$ cat src/rtl/core/utf8_dec_pkg.sv
// Package with the payload types, constants and helper functions of the UTF-8 stream decoder.
`timescale 1ns / 1ps

package utf8_dec_pkg;

  localparam logic [20:0] ReplacementCp = 21'h00FFFD;
  localparam int unsigned MaxResults = 3;

  typedef struct packed {
    logic [7:0] byte_in;
    logic       final_byte;
  } in_t;

  typedef struct packed {
    logic [20:0] code_point;
    logic        last_of_run;
  } out_t;

  // Sequence length set by a lead byte: 1 to 4, or 0 for a byte that cannot lead.
  function automatic logic [2:0] lead_len(input logic [7:0] c);
    logic [2:0] len;
    len = 3'd0;
    priority if (c < 8'h80) begin
      len = 3'd1;
    end else if ((c & 8'hE0) == 8'hC0) begin
      len = 3'd2;
    end else if ((c & 8'hF0) == 8'hE0) begin
      len = 3'd3;
    end else if ((c & 8'hF8) == 8'hF0) begin
      len = 3'd4;
    end else begin
      len = 3'd0;
    end
    return len;
  endfunction

  // Code point of a byte that stands alone, within a string or at its end.
  function automatic logic [20:0] single_cp(input logic [7:0] c);
    logic [20:0] cp;
    cp = (c < 8'h80) ? {13'd0, c} : ReplacementCp;
    return cp;
  endfunction

endpackage

$ cat src/rtl/core/utf8_stream_decoder.sv
// Top level of the UTF-8 stream decoder: sequence tracking, decode logic and result register.
`timescale 1ns / 1ps

// The decoder takes one byte per cycle while its input is not stalled, and gives code
// points on its output channel. A byte that completes a sequence, or stands alone, yields
// its single result in the cycle after the transfer, and the next byte is taken in the same
// cycle as long as the result is taken too; bytes that are merely held yield nothing. When
// the string ends inside an unfinished sequence the final byte yields up to three results,
// which leave the result register one per cycle while the output is not stalled; the input
// stalls until the last is taken, as all results pass through the single-entry output port.
module utf8_stream_decoder
  import utf8_dec_pkg::*;
(
  input  logic clk_i,
  input  logic rst_ni,
  input  logic in_valid_i,
  output logic in_stall_o,
  input  in_t  in_i,
  output logic out_valid_o,
  input  logic out_stall_i,
  output out_t out_o
);

  logic [7:0]  held_q [3];
  logic [1:0]  held_cnt_q, held_cnt_d;
  logic [2:0]  seq_len_q, seq_len_d;
  logic [20:0] cp_q [3];
  logic [20:0] cp_d [3];
  logic [1:0]  rem_q, rem_d;
  logic [1:0]  idx_q, idx_d;
  logic [1:0]  new_cnt;
  logic        in_acc;
  logic        out_take;
  logic        hold_wr;

  assign out_valid_o = (rem_q != 2'd0);
  assign out_take    = out_valid_o && !out_stall_i;
  assign in_stall_o  = out_valid_o && !(out_take && (rem_q == 2'd1));
  assign in_acc      = in_valid_i && !in_stall_o;

  assign out_o.code_point  = cp_q[idx_q];
  assign out_o.last_of_run = (rem_q == 2'd1);

  always_comb begin
    logic [7:0] b0, b1, b2, b3;
    logic [2:0] len_in;
    logic [2:0] len_r0;
    logic [2:0] n;
    logic       complete;

    b0 = held_q[0];
    b1 = (held_cnt_q >= 2'd2) ? held_q[1] : in_i.byte_in;
    b2 = (held_cnt_q == 2'd3) ? held_q[2] : in_i.byte_in;
    b3 = in_i.byte_in;
    len_in   = lead_len(in_i.byte_in);
    len_r0   = lead_len(b1);
    n        = {1'b0, held_cnt_q} + 3'd1;
    complete = (n >= seq_len_q);

    cp_d[0]    = ReplacementCp;
    cp_d[1]    = ReplacementCp;
    cp_d[2]    = ReplacementCp;
    new_cnt    = 2'd0;
    hold_wr    = 1'b0;
    held_cnt_d = held_cnt_q;
    seq_len_d  = seq_len_q;

    if (held_cnt_q == 2'd0) begin
      if ((len_in >= 3'd2) && !in_i.final_byte) begin
        hold_wr    = 1'b1;
        held_cnt_d = 2'd1;
        seq_len_d  = len_in;
      end else begin
        cp_d[0] = single_cp(in_i.byte_in);
        new_cnt = 2'd1;
      end
    end else if (complete || in_i.final_byte) begin
      held_cnt_d = 2'd0;
      seq_len_d  = 3'd0;
      if (complete) begin
        new_cnt = 2'd1;
        unique case (seq_len_q)
          3'd2:    cp_d[0] = {10'd0, b0[4:0], b1[5:0]};
          3'd3:    cp_d[0] = {5'd0, b0[3:0], b1[5:0], b2[5:0]};
          default: cp_d[0] = {b0[2:0], b1[5:0], b2[5:0], b3[5:0]};
        endcase
      end else if (held_cnt_q == 2'd1) begin
        cp_d[1] = single_cp(b1);
        new_cnt = 2'd2;
      end else if (len_r0 == 3'd2) begin
        cp_d[1] = {10'd0, b1[4:0], b2[5:0]};
        new_cnt = 2'd2;
      end else begin
        cp_d[1] = single_cp(b1);
        cp_d[2] = single_cp(b2);
        new_cnt = 2'd3;
      end
    end else begin
      hold_wr    = 1'b1;
      held_cnt_d = held_cnt_q + 2'd1;
    end

    rem_d = rem_q;
    idx_d = idx_q;
    if (in_acc) begin
      rem_d = new_cnt;
      idx_d = 2'd0;
    end else if (out_take) begin
      rem_d = rem_q - 2'd1;
      idx_d = idx_q + 2'd1;
    end
  end

  always_ff @(posedge clk_i or negedge rst_ni) begin
    if (!rst_ni) begin
      held_cnt_q <= 2'd0;
      seq_len_q  <= 3'd0;
      rem_q      <= 2'd0;
      idx_q      <= 2'd0;
    end else begin
      rem_q <= rem_d;
      idx_q <= idx_d;
      if (in_acc) begin
        held_cnt_q <= held_cnt_d;
        seq_len_q  <= seq_len_d;
      end
    end
  end

  always_ff @(posedge clk_i) begin
    if (in_acc && hold_wr) begin
      held_q[held_cnt_q] <= in_i.byte_in;
    end
    if (in_acc) begin
      cp_q[0] <= cp_d[0];
      cp_q[1] <= cp_d[1];
      cp_q[2] <= cp_d[2];
    end
  end

  a_held_below_len: assert property (@(posedge clk_i) disable iff (!rst_ni)
    (held_cnt_q != 2'd0) |-> ({1'b0, held_cnt_q} < seq_len_q))
    else $error("held byte count has reached the sequence length");

  a_lead_held: assert property (@(posedge clk_i) disable iff (!rst_ni)
    (in_acc && (held_cnt_q == 2'd0) && !in_i.final_byte && (lead_len(in_i.byte_in) >= 3'd2))
    |=> (held_cnt_q == 2'd1) && !out_valid_o)
    else $error("multi-byte lead was not held");

  a_run_in_range: assert property (@(posedge clk_i) disable iff (!rst_ni)
    out_valid_o |-> ({1'b0, idx_q} + {1'b0, rem_q} <= 3'(MaxResults)))
    else $error("result index runs past the result register");

  a_idle_takes: assert property (@(posedge clk_i) disable iff (!rst_ni)
    !out_valid_o |-> !in_stall_o)
    else $error("input stalled with no result pending");

endmodule

$ cat config.mk
export PLATFORM = sky130hd
export DESIGN_NAME = utf8_stream_decoder
export DESIGN_NICKNAME = d
export VERILOG_FILES = /design/src/rtl/core/utf8_dec_pkg.sv /design/src/rtl/core/utf8_stream_decoder.sv
export SDC_FILE = /design/constraint.sdc
export NUM_CORES = 1
export LEC_CHECK = 0
export ABC_AREA = 1
export BUFFER_PORTS_ARGS = -buffer_cell sky130_fd_sc_hd__buf_2
export CORE_MARGIN = 2
export CORE_UTILIZATION = 58
export DETAILED_ROUTE_END_ITERATION = 12
export GPL_TIMING_DRIVEN = 0
export MAX_ROUTING_LAYER = met4
export PLACE_DENSITY_LB_ADDON = 0.1
export SYNTH_ARGS = -nofsm -noshare
export SYNTH_HDL_FRONTEND = slang
export SYNTH_SLANG_ARGS = --single-unit
export TNS_END_PERCENT = 1
$ cat constraint.sdc
create_clock -name clk_i -period 7.7 [get_ports clk_i]
set_clock_uncertainty 0.1 [all_clocks]
set_input_delay 1.54 -clock clk_i [delete_from_list [all_inputs] [get_ports clk_i]]
set_output_delay 1.54 -clock clk_i [all_outputs]
set_load 0.05 [all_outputs]
==> results of run 1 <==
## per-layer routing
metal	global-route usage	vias to the layer above	share of wire
li1	-	1497	-
met4	0.114	0	0.023
met5	-	-	0
met1	0.332	1388	0.44
met3	0.0433	17	0.064
met2	0.406	143	0.47
## worst max-delay path, stage by stage
cell and delay [ps]:
buf_2 100, inv_1 40, nand2_1 40, nand2_1 70
nand2_1 120, inv_2 660, nand2_1 240, nor2_1 280
inv_1 110, nor2_1 530
## through the flow
step	area, um^2	hold WS [ps]	total power, W	cells	worst slack, ps
6_report	4250	420	0.00200	541	3840
3_3_place_gp	4060	401	0.00169	525	2960
4_1_cts	4250	432	0.00199	541	3800
5_1_grt	4250	448	0.00213	541	3570
3_5_place_dp	4060	412	0.00171	525	3440
2_1_floorplan	3780	376	0.00145	412	3690
## cells in the mapped netlist (2+ instances only)
cell type / instances
nand2_1: 92
o22ai_1: 10
inv_2: 2
edfxtp_1: 63
buf_2: 3
clkinv_1: 3
a41oi_1: 2
clkbuf_1: 7
inv_1: 51
buf_1: 3
a21oi_1: 9
a22oi_1: 6
o21ai_0: 31
nand2_2: 4
nand2_4: 2
nor3_1: 2
ha_1: 9
nor2_4: 2
o21ai_1: 2
nand3_1: 44
nor2_1: 38
a31oi_1: 5
dfrtp_1: 9
## cell families after synthesis
| logic type | after synthesis |
|---|---|
| AO/OA/AOI/OAI | 71 |
| adder cells (fa/ha/maj) | 9 |
| buffers and inverters | 70 |
| flip-flops | 72 |
| AND/OR/NAND/NOR | 190 |
## state kept, by name, indices dropped and copies added (netlist names)
| signal | cells |
|---|---|
| cp_q | 42 |
| rem_q | 2 |
| held_q | 21 |
| idx_q | 2 |
| seq_len_q | 3 |
| held_cnt_q | 2 |
## area by class of cell
| type | count | area (um^2) |
|---|---|---|
| flip-flops and latches | 72 | 2120 |
| fillers | 533 | 2070 |
| multi-input cells | 270 | 1390 |
| inverters | 56 | 210 |
| repair buffers | 36 | 180 |
| clock buffers | 10 | 128 |
| well taps | 77 | 96.3 |
| plain buffers | 14 | 63.8 |
| clock inverters | 6 | 60.1 |
## cell usage in the layout (no fill, tap or decap), types with 2 or more instances in the layout
| cell | netlist | final |
|---|---|---|
| o21ai_1 | 2 | 2 |
| nor2_1 | 38 | 38 |
| clkinv_1 | 3 | 3 |
| clkinvlp_4 | 0 | 2 |
| nand2_4 | 2 | 2 |
| nand3_1 | 44 | 44 |
| inv_2 | 2 | 3 |
| o21ai_0 | 31 | 31 |
| o22ai_1 | 10 | 10 |
| clkinv_2 | 0 | 3 |
| nand2_1 | 92 | 92 |
| ha_1 | 9 | 9 |
| edfxtp_1 | 63 | 63 |
| clkbuf_8 | 0 | 9 |
| buf_1 | 3 | 3 |
| a31oi_1 | 5 | 5 |
| a21oi_1 | 9 | 9 |
| clkbuf_1 | 7 | 8 |
| buf_2 | 3 | 39 |
| dfrtp_1 | 9 | 9 |
| a41oi_1 | 2 | 2 |
| a22oi_1 | 6 | 6 |
| nand2_2 | 4 | 4 |
| inv_1 | 51 | 50 |
| nor3_1 | 2 | 2 |
| nor2_4 | 2 | 2 |
## worst max-delay path by stage
stage / from / to / depth (start not counted)
after floorplan: out_stall_i / held_q[2][0] / 9
after global placement: out_stall_i / held_q[2][3] / 10
after detailed placement: out_stall_i / held_q[2][2] / 10
after CTS: out_stall_i / held_q[2][5] / 10
after global routing: out_stall_i / held_q[2][0] / 10
final: out_stall_i / held_q[2][5] / 10
## where the power goes
| part | leakage (nW) | internal (W) | switching [W] | total (W) |
|---|---|---|---|---|
| Sequential | 0.640 | 0.000553 | 0.0000342 | 0.000587 |
| Clock | 0.0920 | 0.000148 | 0.000138 | 0.000286 |
| Combinational | 0.995 | 0.000273 | 0.000850 | 0.00112 |
==> results.md, run 1 <==
Status:
- The run finished with clean final reports.

Place:
- The HPWL reported at the end of detailed placement is 6350 um.
- The final estimated routing congestion in global placement is 0.886.
- In this run the tool buffered the top-level ports with 36 buffer cells.

CTS:
- The clock input transition at the sequential cells of the worst setup and hold paths is 80 ps.
- TritonCTS created 9 clock buffers.
- The number of setup buffers added after CTS is 0.
- The post-cts resize count is 0.
- The worst-skew pair later-pin latency is 340 ps.
- The deepest level of the CTS H-tree is 3.
- No sink is reached through more buffers than the 2 on the longest clock path.
- After clock tree synthesis, the flow added hold-fix buffers numbering 0.
- The clock root buffer master is clkbuf_8.
- The TritonCTS sink count is 72.
- The CTS tree is yes.

Setup path:
- Along the worst path, the maximum fanout reaches 45.
- In this run the register-to-register setup slack is 4490 ps.
- The worst setup path category is primary input to register.
- In this run the critical register-to-register path is captured at held_q[2][5].
- The worst setup path is launched from a primary input.
- At the worst endpoint, the arrival time is 3740 ps.
- The start of the worst register-to-register path is rem_q[0].
- The critical path required time is 7580 ps.
- The element type at the critical path end is a register.
- Measured in cells, the most critical reg-to-reg path has a length of 10.

Global route:
- Across every metal layer, demand over resource in global routing totals 0.258.
- The total congestion overflow is 0.
- The number of antenna violations at the first check in global routing is 0.
- The first global-routing pass estimated 13800 um of wire.
- Entering global routing, the biggest net connects 46 pins.
- The via count of the first global-routing pass is 2874.

Floorplanning:
- The floorplan die area is 7180 um^2.
- The initial standard-cell utilization of the core is 0.599.
- Measured along the x axis, the die boundary spans 84.8 um.
- The area inside the core boundary is 6310 um^2.
- The vertical die dimension is 84.8 um.
- During I/O placement, the number of pins put on the boundary was 37.
- The placement row count is 29.

Job:
- The number of max-cap violations is 0.

Synth:
- The share of synthesized cell area in and, or, nand and nor gates is 0.226.
- The number of warning messages in the yosys log is 0.
- The cell taking the most area after synthesis is edfxtp_1.
- When the netlist entered floorplanning its net count stood at 434.
- The synthesized design contains 72 register bits.
- The area fraction of the dominant cell type after synthesis is 0.500.
- The fraction of the yosys area taken by sequential cells is 0.560.
- By area the synthesized netlist is led by edfxtp_1 50%, nand2_1 9.1%, dfrtp_1 6.0%.
- The number of flops mapped to enable cells by yosys is 63.
- Summing every instance area after synthesis gives 3780 um^2.
- The dominant combinational cell family by area after synthesis is simple AND/OR/NAND/NOR gates.
- The count of mapped cells out of synthesis is 412.
- In the synthesized netlist the async set-or-reset flop fraction comes to 0.125.
- In the synthesized netlist the dominant register cell turns out to be edfxtp_1.
- The average instance in the mapped netlist occupies 9.18 um^2.
- The portion of synthesized area spent on multiplexers is 0.
- The share of the synthesized netlist area taken by xor and xnor gates is 0.
- Of the total synthesized cell area, the portion taken by full adders, half adders and majority gates is 0.0298.
- The complex-gate fraction of the synthesized area is 0.112.
- The synthesized netlist contains 36 unique library cells.

Timing:
- The number of slew-limit violations in the final report is 0.
- The hold violation count in the final report came to 0.
- Setup repair after global routing left no endpoint under its margin.
- In the finished design, the share of the clock period the worst path needs comes to 0.501.
- Counting I/O delays and the setup requirement, the final critical path takes 3860 ps.
- Setup violations remaining at the end of the flow were counted as 0.
- The worst-margin pin slew is 882 ps.
- Timing would allow up to 259 MHz.
- The setup TNS is 0 ps.
- The tightest slew margin relative to the limit is 0.411.

Detailed routing:
- The number of detailed-route iterations in the first pass is 5.
- After detailed routing, the average wire length per cell comes to 15.9 um.
- Wires add up to 8590 um.
- In the routed layout, each cell is associated on average with a via count of 5.63.
- The residual DRC count is 0.
- The detail route stage leaves a number of antenna-violating nets equal to 0.
- The DRC violation total after the first TritonRoute iteration is 288.
- The routed layout has 3045 vias.

Pwr:
- IR analysis of the VDD net gives a maximum drop of 0.370 mV.
- For this design the ratio of total power to cell area is 470 nW/um^2.
- In this run the static leakage power is 1.73 nW.

Cells and area:
- Of the cells placed in the final design, the portion with a size suffix greater than 1 is 0.157.
- The final net count is 481.
- Once layout is complete, the utilization of the core stands at 0.673.
- 0 antenna diodes ended up in the layout.
- The area added between synthesis and finish is 12.3%.

Min path:
- Counting instances, the worst hold path has a depth of 2.
- The min-delay analysis places its worst path in the category register to register.
- The worst hold path terminates at rem_q[0].
- In this run the most critical hold path is launched from rem_q[0].
No activity file was read; power rests on OpenSTA's default activity.
==> run 2, diff against run 1 <==
--- a/config.mk
+++ b/config.mk
@@ -5,10 +5,10 @@
 export SDC_FILE = /design/constraint.sdc
 export NUM_CORES = 1
 export LEC_CHECK = 0
-export ABC_AREA = 1
+export ABC_AREA = 0
 export BUFFER_PORTS_ARGS = -buffer_cell sky130_fd_sc_hd__buf_2
 export CORE_MARGIN = 2
-export CORE_UTILIZATION = 58
+export CORE_UTILIZATION = 53
 export DETAILED_ROUTE_END_ITERATION = 12
 export GPL_TIMING_DRIVEN = 0
 export MAX_ROUTING_LAYER = met4
==> constraint.sdc (replaced) <==
create_clock -name clk_i -period 3.2 [get_ports clk_i]
set_clock_uncertainty 0.1 [all_clocks]
set_input_delay 0.64 -clock clk_i [delete_from_list [all_inputs] [get_ports clk_i]]
set_output_delay 0.64 -clock clk_i [all_outputs]
set_load 0.05 [all_outputs]
==> run 2 against run 1 <==
Worst hold slack worse by 380 ps. Synthesized cell count is 18% lower. Synthesized area fell by 0.30%. Critical path depth decreased by 4.
==> results.md, run 2 <==
Status:
- The run finished with clean final reports.

Detailed routing:
- The total wire length is 8210 um (-4.4%).
- The detail-routed via count per cell is 5.57 (-1.1%).
- The DRC violation total after the first TritonRoute iteration is 212 (-26%).
- The mean routed wirelength per cell came to 17.0 um (+6.9%).
- The residual DRC count is 0 (unchanged).
- The remaining antenna violation count is 0 (unchanged).
- The number of detailed-route iterations in the first pass is 4 (-1).
- The routed via count is 2694 (-12%).

Cells and area:
- The area added between synthesis and finish is 13.6%.
- The final net count is 405 (-16%).
- Leaving out fill and tap cells, the most frequent cell in the layout is edfxtp_1.
- The top cell types in the final layout, fill and taps aside, are 63 x edfxtp_1, 39 x buf_2, 36 x nand2_1, 27 x a21oi_1, 27 x nor2_1.
- The number of fillers in the final layout came to 581 (+9.0%).
- The flip-flop count of the largest register, all copies and words added is 42 (unchanged).
- The register containing the most flip-flops in the final layout is cp_q.
- The area occupied by multi-input gates is 1510 um^2 (+8.8%).
- The sequential cell area in the final layout was 2120 um^2 (unchanged).
- The final instance area is 4280 um^2 (+0.88%).
- The number of diodes added for antenna fixing was 0 (unchanged).
- The largest registers in the layout are cp_q: 42 flops, held_q: 21 flops, seq_len_q: 3 flops.
- The share of cells above drive strength 1 is 0.196 (+0.0385).

Synth:
- The proportion of register bits with asynchronous set or reset after synthesis was 0.125 (unchanged).
- The fraction of the yosys area taken by sequential cells is 0.561 (+0.00167).
- The most frequent cell after synthesis is edfxtp_1.
- The post-synth net total is 358 (-18%).
- The area fraction of the dominant cell type after synthesis was 0.502 (+0.00149).
- After synthesis, the most frequently instantiated cells are 63 x edfxtp_1, 36 x nand2_1, 27 x a21oi_1, 27 x nor2_1, 22 x mux2i_1.
- The synthesis-stage register bit count is 72 (unchanged).
- The number of flops mapped to enable cells by yosys is 63 (unchanged).
- The cell taking the most area after synthesis is edfxtp_1.
- The count of mapped cells out of synthesis came to 336 (-18%).
- The number of distinct library cell variants in the gate-level netlist after synthesis is 50 (+39%).
- The area of the mapped netlist is 3770 um^2 (-0.30%).
- After synthesis, the cell types taking the most area are edfxtp_1 50%, dfrtp_1 6.0%, mux2i_1 5.8%.
- The dominant synthesized flop cell is edfxtp_1.
- The number of warning messages in the yosys log is 0 (unchanged).
- The mean post-synth cell area is 11.2 um^2 (+22%).

Pwr:
- The clock network fraction of total power is 0.161 (+0.018).
- The worst-case vdd ir drop was 0.429 mV (+16%).
- The power per cell area is 1120 nW/um^2 (+140%).
- The reported net switching power is 0.00226 W (+120%).
- The static leakage is 1.57 nW (-9.1%).
- The fraction of power consumed by combinational cells came to 0.548 (-0.015).
- The switching fraction of total power came to 0.472 (-0.0401).
- The internal power came to 0.00253 W (+160%).
- The fraction of power consumed by sequential logic is 0.291 (-0.003).

Global route:
- The total congestion overflow came to 0 (unchanged).
- The global routing usage summed across all routing layers is 0.235 (-0.0236).
- The largest net degree at the start of global routing came to 50 (+8.7%).
- The number of antenna violations at the first check in global routing is 0 (unchanged).
- The via count of the first global-routing pass is 2492 (-13%).
- The wire length of the first global-routing pass is 13100 um (-4.6%).

Timing:
- The setup TNS is 0 ps (unchanged).
- Setup repair after global routing left no endpoint under its margin.
- The hold violation count in the final report is 0 (unchanged).
- Static timing analysis puts the maximum clock frequency at 351 MHz.
- Of the available clock period, the critical path in the final layout requires 0.891.
- The time the final worst path needs with I/O delays and setup is 2850 ps.
- The tightest slew margin relative to the limit is 0.275 (-0.136).
- The number of slew-limit violations in the final report came to 0 (unchanged).
- The post-route worst hold slack came to 40.9 ps (-379 ps).
- The number of endpoints failing setup at the final stage is 0 (unchanged).
- The final worst slack came to 350 ps (-3490 ps).
- The worst-margin pin slew is 1090 ps (+205 ps).

Place:
- The number of I/O port buffers is 36 (unchanged).
- The final estimated routing congestion in global placement is 0.893 (+0.81%).
- The HPWL reported at the end of detailed placement is 5980 um (-5.9%).
- The cell area reported after detailed placement is 4070 um^2 (+0.34%).
- The worst slack at placement was 269 ps (-3170 ps).

Setup path:
- The total buffers and inverters traversed by the critical path was 2 (-2).
- The arrival time of data at the critical path endpoint is 2990 ps (-750 ps).
- The delay contributed by the slowest stage of the critical path is 920 ps (+260 ps).
- The slowest stage cell on the critical path is o21a_2.
- The kind of start point of the critical path is a register.
- The element type at the critical path end is a register.
- The top fanout value on the critical path is 49 (+8.9%).
- On the critical path the largest part of the delay comes from compound AO/OA/AOI/OAI gates.
- The critical path goes through inv_1 -> ha_1 -> clkbuf_1 -> o21a_2 -> o311ai_0 -> a22o_1.
- The critical path required time is 3340 ps (-4240 ps).
- The worst setup path category is register to register.

CTS:
- The hold-fix buffer count after cts is 0 (unchanged).
- The number of setup buffers added after CTS is 0 (unchanged).
- The buffer levels on the longest clock path is 2 (unchanged).
- The post-cts resize count is 0 (unchanged).
- The clock root buffer master is clkbuf_8.
- The total CTS buffers is 9 (unchanged).
- The deepest level of the CTS H-tree is 3 (unchanged).
- The clock input transition at the sequential cells of the worst setup and hold paths is 80 ps (about the same).
- The worst-skew pair later-pin latency is 340 ps (about the same).
- The CTS tree is yes.
- The TritonCTS sink count is 72 (unchanged).

Floorplanning:
- The placement row count is 30 (+3.4%).
- The vertical die dimension is 88.4 um (+4.2%).
- The floorplan die area was 7810 um^2 (+8.7%).
- The area inside the core boundary is 6830 um^2 (+8.2%).
- The boundary pin count is 37 (unchanged).
- The width of the die is 88.4 um (+4.2%).
- The initial standard-cell utilization of the core is 0.552 (-0.0471).

Job:
- The number of max-cap violations came to 0 (unchanged).

Min path:
- The classification of the worst-slack hold path is primary input to asynchronous set/reset pin.
==> run 2: cell count changes after synthesis, sizes merged, moves of 6 or more <==
cell    previous run  this run
nand2             98        36
and2               0         9
nor2              40        29
o21ai             35        19
nand3             45         4
inv               53        16
a21oi             10        28
a211oi             0         6
nand2b             0         6
nor2b              0         7
mux2i              0        22
mux2               0         9
==> run 2: cells by family (layout without fill, tap and decap cells) <==
group / Yosys count / in the layout / synth area share
adders and majority gates: 9 / 9 / 0.0299
buffers and inverters: 33 / 85 / 0.0375
and+or+nand+nor: 103 / 103 / 0.136
xor gates and xnor gates: 1 / 1 / 0.00232
DFF: 72 / 72 / 0.561
AOI/OAI and AO/OA: 87 / 87 / 0.146
muxes: 31 / 31 / 0.0863
==> run 2: layout make-up <==
type | count | share of cell area
plain buffers | 17 | 0.0184
flip-flops and latches | 72 | 0.494
clock inverters | 6 | 0.0196
multi-input cells | 231 | 0.353
clock buffers | 10 | 0.0298
inverters | 16 | 0.0146
well taps | 96 | 0.0280
repair buffers | 36 | 0.0421
==> run 2: power by group through the flow <==
stage                     Clock, W  Sequential [W]  Combinational, W
after floorplan                  0         0.00139           0.00204
after global placement           0         0.00141           0.00257
after detailed placement         0         0.00142           0.00260
after CTS                 0.000778         0.00140           0.00262
after global routing      0.000821         0.00142           0.00285
final                     0.000772         0.00140           0.00263
==> run 2: path summary, 6_finish.rpt <==
path / from / to / slack, ps / cells past startpoint
max: rem_q[0] / seq_len_q[0] / 350 / 6
min: rst_ni / held_cnt_q[1] / 40 / 1
max reg2reg: rem_q[0] / seq_len_q[0] / 350 / 6
min reg2reg: seq_len_q[2] / seq_len_q[2] / 450 / 1
max in group asynchronous: rst_ni / rem_q[1] / 2760 / 1
min in group clk_i: in_i[2] / held_q[0][1] / 440 / 1
==> run 2: per-layer routing <==
layer / vias up / GRT usage / part of all wire
li1: 1327 / - / -
met1: 1249 / 0.335 / 0.48
met2: 102 / 0.340 / 0.44
met3: 16 / 0.0392 / 0.059
met4: 0 / 0.0868 / 0.021
met5: - / - / 0
==> run 2: through the flow <==
step                total power, W  utilization  cells
floorplan                  0.00343            -    336
global placement           0.00399        0.596    468
detailed placement         0.00403        0.596    468
CTS                        0.00479        0.627    484
global route               0.00509        0.627    484
finish                     0.00480        0.627    484
